**src/sv/oaht_pkg.sv**
```systemverilog
`timescale 1ns / 1ps
`default_nettype none
package oaht_pkg;
  localparam int MAX_SLOTS_D  = 37;
  localparam int KEY_BITS_D   = 32;
  localparam int VALUE_BITS_D = 32;
  localparam int LAST_LEVEL   = 3;

  localparam logic [2:0] ST_FOUND     = 3'd0;
  localparam logic [2:0] ST_NOT_FOUND = 3'd1;
  localparam logic [2:0] ST_INSERTED  = 3'd2;
  localparam logic [2:0] ST_DUPLICATE = 3'd3;
  localparam logic [2:0] ST_REBUILT   = 3'd4;
  localparam logic [2:0] ST_FULL      = 3'd5;

  localparam logic REQ_INSERT = 1'b0;
  localparam logic REQ_FIND   = 1'b1;

  typedef struct packed {
    logic        req_type;
    logic [31:0] key;
    logic [31:0] value;
  } req_t;

  typedef struct packed {
    logic [2:0]  status;
    logic [5:0]  slot;
    logic [31:0] value_out;
    logic [5:0]  probe_count;
    logic [1:0]  size_level;
  } rsp_t;

  // Table size for a level, clamped to the number of physical slots.
  function automatic logic [5:0] level_size(input logic [1:0] lvl, input int max_slots);
    logic [5:0] s;
    begin
      unique case (lvl)
        2'd0: s = 6'd11;
        2'd1: s = 6'd19;
        2'd2: s = 6'd29;
        default: s = 6'd37;
      endcase
      if (int'(s) > max_slots) s = 6'(max_slots);
      return s;
    end
  endfunction
endpackage
`default_nettype wire

```
**src/sv/oaht_front.sv**
```systemverilog
`timescale 1ns / 1ps
`default_nettype none
// Input queue of two entries: it takes a new request while the engine is busy.
module oaht_front (
  input  wire                  clk,
  input  wire                  rst_n,
  input  wire                  in_valid,
  output logic                 in_stall,
  input  oaht_pkg::req_t       in_data,
  output logic                 q_valid,
  input  wire                  q_take,
  output oaht_pkg::req_t       q_data
);
  import oaht_pkg::*;

  req_t       buf_r [2];
  logic       rd_r, wr_r;
  logic [1:0] cnt_r;
  logic       push, pop;

  assign in_stall = (cnt_r == 2'd2);
  assign push     = in_valid && !in_stall;
  assign pop      = q_take && q_valid;
  assign q_valid  = (cnt_r != 2'd0);
  assign q_data   = buf_r[rd_r];

  always_ff @(posedge clk) begin
    if (!rst_n) begin
      rd_r  <= 1'b0;
      wr_r  <= 1'b0;
      cnt_r <= 2'd0;
    end else begin
      if (push) wr_r <= !wr_r;
      if (pop) rd_r <= !rd_r;
      cnt_r <= cnt_r + 2'(push) - 2'(pop);
    end
    if (push) buf_r[wr_r] <= in_data;
  end
endmodule
`default_nettype wire

```
**config.mk**
```make
export PLATFORM = sky130hd
export DESIGN_NAME = oaht_front
export DESIGN_NICKNAME = d
export VERILOG_FILES = /design/src/sv/oaht_pkg.sv /design/src/sv/oaht_front.sv
export SDC_FILE = /design/constraint.sdc
export NUM_CORES = 1
export LEC_CHECK = 0
export BUFFER_PORTS_ARGS = -buffer_cell sky130_fd_sc_hd__clkbuf_2
export CORE_MARGIN = 2
export CORE_UTILIZATION = 45
export CTS_CLUSTER_SIZE = 20
export DETAILED_ROUTE_END_ITERATION = 12
export GPL_TIMING_DRIVEN = 0
export PLACE_DENSITY = 0.76
export SLEW_MARGIN = 5
export SYNTH_ARGS = -nofsm -noshare
export SYNTH_HDL_FRONTEND = slang
export SYNTH_SLANG_ARGS = --single-unit
```
**constraint.sdc**
```tcl
create_clock -name clk -period 6.3 [get_ports clk]
set_input_delay 0 -clock clk [delete_from_list [all_inputs] [get_ports clk]]
set_output_delay 0 -clock clk [all_outputs]
set_load 0.005 [all_outputs]
```
[Yosys cells after proc, flatten, opt, wreduce, memory -nomap -nowiden]
Memories as Yosys holds them, arrays and structs flattened. A register that Yosys moved wholly into a read port is not among the register bits.
Cells that the tools add are included.
Word-level totals
  RAM bits: 130
  bits in registers: 4
  memories: 1
  logic and storage cells: 17
Cells by class
  equal/unequal tests: 1
  mux-type cells: 4
  reductions and logical operators: 6
  add/sub/neg operators: 2
Memories
  buf_r: depth 2, width 65, rd ports 1, clocked after memory_dff 1, wr ports 1, RTL line oaht_front.sv:16  | req_t buf_r [2];
Operators by type and width (number)
  two-way mux 1 bit: 4
  logical NOT 1 bit: 3
  adder 2 x 1 -> 2 bit: 1
  equality test 2 bit, second input constant: 1
  logical AND 1 bit: 2
  nonzero test 2 bit: 1
  subtractor 2 x 1 -> 2 bit: 1

[Depth between registers and ports, before layout]
  word-level depth: 5
  gate-level depth with buffers: 8
  mapped depth without buffers: 8

[Worst setup path after synthesis]
OpenSTA, ideal clock, no wires.
  path type: reg-to-reg
  from: reg cnt_r[0]
  to: mem buf_r[0][0] in the netlist's numbering, enable pin
  cell stages (with the launch flop): 4
  slack: 2515 ps
  library setup time: 488 ps
  required time: 5812 ps
  clock period less this slack: 3785 ps
  path buffers: 0
  data arrival time: 3297 ps
  cell sequence: dfxtp_1 -> nand2b_1 -> nand2_1 -> nor2_1
On the way
  word-level cells in the longest chain between the ends: 5
RTL lines
  from (decl): RTL line oaht_front.sv:18  | logic [1:0] cnt_r;
  from (signal assigned): RTL line oaht_front.sv:35  | cnt_r <= cnt_r + 2'(push) - 2'(pop);
  equality test 2 bit: RTL line oaht_front.sv:21  | assign in_stall = (cnt_r == 2'd2);
  logical NOT 1 bit: RTL line oaht_front.sv:22  | assign push = in_valid && !in_stall;
  logical AND 1 bit: RTL line oaht_front.sv:22
  two-way mux 1 bit: RTL line oaht_front.sv:37  | if (push) buf_r[wr_r] <= in_data;
  two-way mux 1 bit (implied by the code): RTL line oaht_front.sv:37
  to (decl): RTL line oaht_front.sv:16
No other way between the ends.

[Final worst setup path]
  from: reg cnt_r[0]
  to: reg cnt_r[1]
On the way
  word-level cells in the longest chain between the ends: 5
RTL lines (RTL line)
  equality test 2 bit: oaht_front.sv:21
  logical NOT 1 bit: oaht_front.sv:22
  logical AND 1 bit: oaht_front.sv:22
  adder 2 x 1 -> 2 bit: oaht_front.sv:35
  subtractor 2 x 1 -> 2 bit (*): oaht_front.sv:35
Mark *: on every way between the ends. The rest lies on a longest branch, timed or not.
A chain may end at the register's enable or synchronous reset.

==> metrics list <==
- Endpoint arrival time on the critical path: ~2 ns
- Number of nets in the synthesized netlist: 299
- The smallest clock period supported by the final layout is computed as between 1.5 and 2 ns.
- The die covers roughly 0.012 sq mm.
- Leakage power: between 2 and 3 nW
* Critical R2R Launch: cnt_r[0]
- Number of vias per cell: between 4 and 5
- Among the stages of the critical path, the cell type that occurs most often is ha_1.
* Chip Height: 111 microns
- The hold violation total from the final report came to 0.
- Worst ir drop on vdd: ~220 uV
- Broken down by cell family, the worst path's largest delay share belongs to adder cells.
- From synthesis to final layout, the design area changed by 42.1%.
- The worst hold path begins at q_take.
- Number of library cell types mapped by synthesis: 18
* I/O pin count: approximately 140
- The via count of the first global-routing pass is just over 3,000.
- Count of yosys warnings during synthesis: 0
* Crit path cell chain: nand2b_1 -> nand2_1 -> ha_1 -> inv_1 -> ha_1 -> xor2_1 -> xnor2_1 -> nor2_1
- OpenSTA, run right after detailed placement, puts the worst setup slack at 4.62 ns.
- In this run the power density over the cells is 378 mW/mm^2.
* Post-synth ARST share: 0
- After legalization and detailed placement, the total HPWL measured between 6000 and 7000 microns.
- The number of antenna violations at the first check in global routing came to 0.
* Final clock period utilization by the worst path: 0.272
* Part of the power in the clock network: 0.336
- The congestion estimate from routability-driven global placement came to 0.678.
- Max frequency: approximately 580 MHz
- Of all nets on the critical path, the largest fanout is 4.
- In the synthesized netlist the dominant register cell turns out to be edfxtp_1.
- After detailed routing, the total wire length is roughly 9600 microns.
- Worst-case setup margin in the final layout: ~4.6 ns
* WP data required: 6.59 ns
- In this run, synthesis inferred 130 flip-flops with an integrated enable.
- The largest single stage delay on the critical path is 0.37 ns.
- The flow ran to the end, and the final reports show no timing, DRC or antenna violations.
- For this configuration, the core starts out at a cell density of 0.467.
* Clock latency at the later pin of the worst-skew pair: about 0.40 ns
* Max-slew violation count: 0
- Core area: roughly 0.011 sq mm
* Setup TNS: 0 ns
* Type of the worst min-delay path: primary input to flip-flop
- The number of antenna diodes in the final layout is 0.
* Yosys reg bits: 135
- Setup violations remaining at the end of the flow were counted as 0.
- Switching power of the nets: 0.000672 W
- Entering global routing, the biggest net connects 37 pins.
- Comb power frac: 0.242
* CTS H-tree lvls: 4
* Rel. slew slack: 0.696
- Slew at the pin closest to its max-slew limit: roughly 0.46 ns
- Leading cell types by total area after synthesis: edfxtp_1 76%, mux2_4 15%, mux2_2 3.3%
- The longest clock path from root to sink contains 2 buffers.
* Routed wire per std cell: 15.8 microns
- The cell count after synthesis came out at 228.
- The setup path with the least slack is of type flip-flop to flip-flop.
- For this run, the register share of the synthesized area comes to 0.780.
- Fraction of final layout cells sized beyond drive strength 1: 0.518
- # DRC: 0
- Hold is met by roughly 0.074 ns.
- The mapped netlist covers 0.00513 sq mm.
- Start point of the critical path: cnt_r[0]
- In the synthesized netlist, the cells that appear most often are 130 x edfxtp_1, 50 x mux2_4, 15 x mux2_2.
- Part of the total power dissipated in sequential elements: 0.422
* Number of input and output port buffers inserted: around 140
* Congestion Overflow GR: 0
- Setup repair after global routing missed its margin: false
- The tree built by TritonCTS fans out to roughly 140 sinks.
- The routed layout has approximately 2,800 vias.
- STA classifies the critical path startpoint as a flip-flop.
- CP endpoint kind: flip-flop
- Among all stages on the critical path, the largest delay is contributed by dfxtp_1.
* Clock tree root buffer cell: clkbuf_16
- At the end of the flow, the number of nets in the layout was 523.
- The first routing iteration left 74 violations.
* Net switching share of the total power: 0.244
- Buffers inserted during clock tree synthesis total 17.
- Cell internal power dissipation: 0.00208 W
- The floorplan step set the die width to 111 microns.
- Avg Inst Size Synth: 22.5 sq um
- Clock tree from TritonCTS: done
- The floorplan has 38 rows.
* Buffering stage count on the worst path with inverters included: 1
- The first global-routing pass estimated around 15,000 microns of wire.
- Number of post-CTS setup repair buffers: 0
- Cell taking the most area after synthesis: edfxtp_1
* Total global routing track utilization: 0.161
* CTS clock-pin slew for the worst setup and hold paths: 0.06 ns
* Post-route ant nets: 0
* Setup Skew: between 0.007 and 0.008 ns
- Of the post-synthesis cell area, the dominant cell type holds 0.761.
- In the post-synthesis netlist, the cell with the most instances is edfxtp_1.
- For this run, the detailed router's first-pass iteration total came to 4.
- The tool flagged a number of max-cap violations equal to 0.
flip-flops by register name, summed over array words and instances, names as in the netlist, named ones only:
name and count:
rd_r 1, wr_r 1, cnt_r 2, buf_r 130
final timing paths:
check / to / slack, ns / cells past startpoint
setup / recovery: cnt_r[1] / 4.59 / 8
hold reg to reg: flip-flop / 0.52 / 2
setup reg to reg: cnt_r[1] / 4.59 / 8
hold / removal: flip-flop / 0.07 / 4
final cells by class:
type | instances | area [sq um]
sequential | 135 | 4000
clock buffer | 19 | 433
buffer | 7 | 72.6
inverter | 3 | 11.3
clock inverter | 13 | 133
multi-input combinational | 83 | 1050
fill | 762 | 3690
timing repair buffer | 205 | 1410
tap | 140 | 175
worst reg2reg max path, cell delays in order (launching register included):
cell and delay (ns):
dfxtp_1 0.37, nand2b_1 0.16, nand2_1 0.15, ha_1 0.31, inv_1 0.04, ha_1 0.18, xor2_1 0.20, xnor2_1 0.16
nor2_1 0.06
cells by family (layout without fill, tap and decap cells):
logic type	Yosys count	after routing	share of synthesized area
flops	135	135	0.780
compound gates	1	1	0.00146
mux	66	66	0.181
fa+ha+maj	2	2	0.00488
xor+xnor	3	3	0.00512
simple gates	11	11	0.0105
buf+inv	10	247	0.0163
layer usage:
layer  wire length [microns]  track usage  up-vias
li1                        -            -     1348
met1                    3770        0.171     1374
met2                    5190        0.291      100
met3                     498       0.0525       13
met4                     123       0.0675        0
met5                       0            0        -
cells in the final DEF (no fill, tap or decap), types with 3 or more instances in the layout:
cell type,n
clkinv_2,3
edfxtp_1,130
buf_12,3
dfxtp_1,5
nor2_1,3
buf_6,6
clkinv_4,4
inv_1,3
clkbuf_16,17
mux2_2,15
dlygate4sd3_1,67
mux2_4,50
clkbuf_2,135
power groups by stage:
| stage | Sequential (W) | Combinational, W | Clock (W) |
|---|---|---|---|
| finish | 0.00116 | 0.000666 | 0.000927 |
| global route | 0.00117 | 0.000718 | 0.000995 |
| CTS | 0.00116 | 0.000677 | 0.000947 |
| detailed placement | 0.00118 | 0.000642 | 0 |
| global placement | 0.00119 | 0.000608 | 0 |
| floorplan | 0.00118 | 0.000399 | 0 |
per-stage QoR:
| stage | power [W] | cells | instance area, sq um | utilization |
|---|---|---|---|---|
| final | 0.00276 | 605 | 7290 | 0.664 |
| after global routing | 0.00289 | 605 | 7290 | 0.664 |
| after CTS | 0.00279 | 605 | 7290 | 0.664 |
| after detailed placement | 0.00182 | 506 | 6050 | 0.551 |
| after global placement | 0.00180 | 503 | 5980 | 0.545 |
| after floorplan | 0.00158 | 228 | 5130 | - |
repair_timing:
item	4_1_cts	5_1_grt
hold buffers	67	0
endpoints found under the hold margin	135	0
resized for setup	0	0
Note: power is estimated with default switching activity, not from simulation.
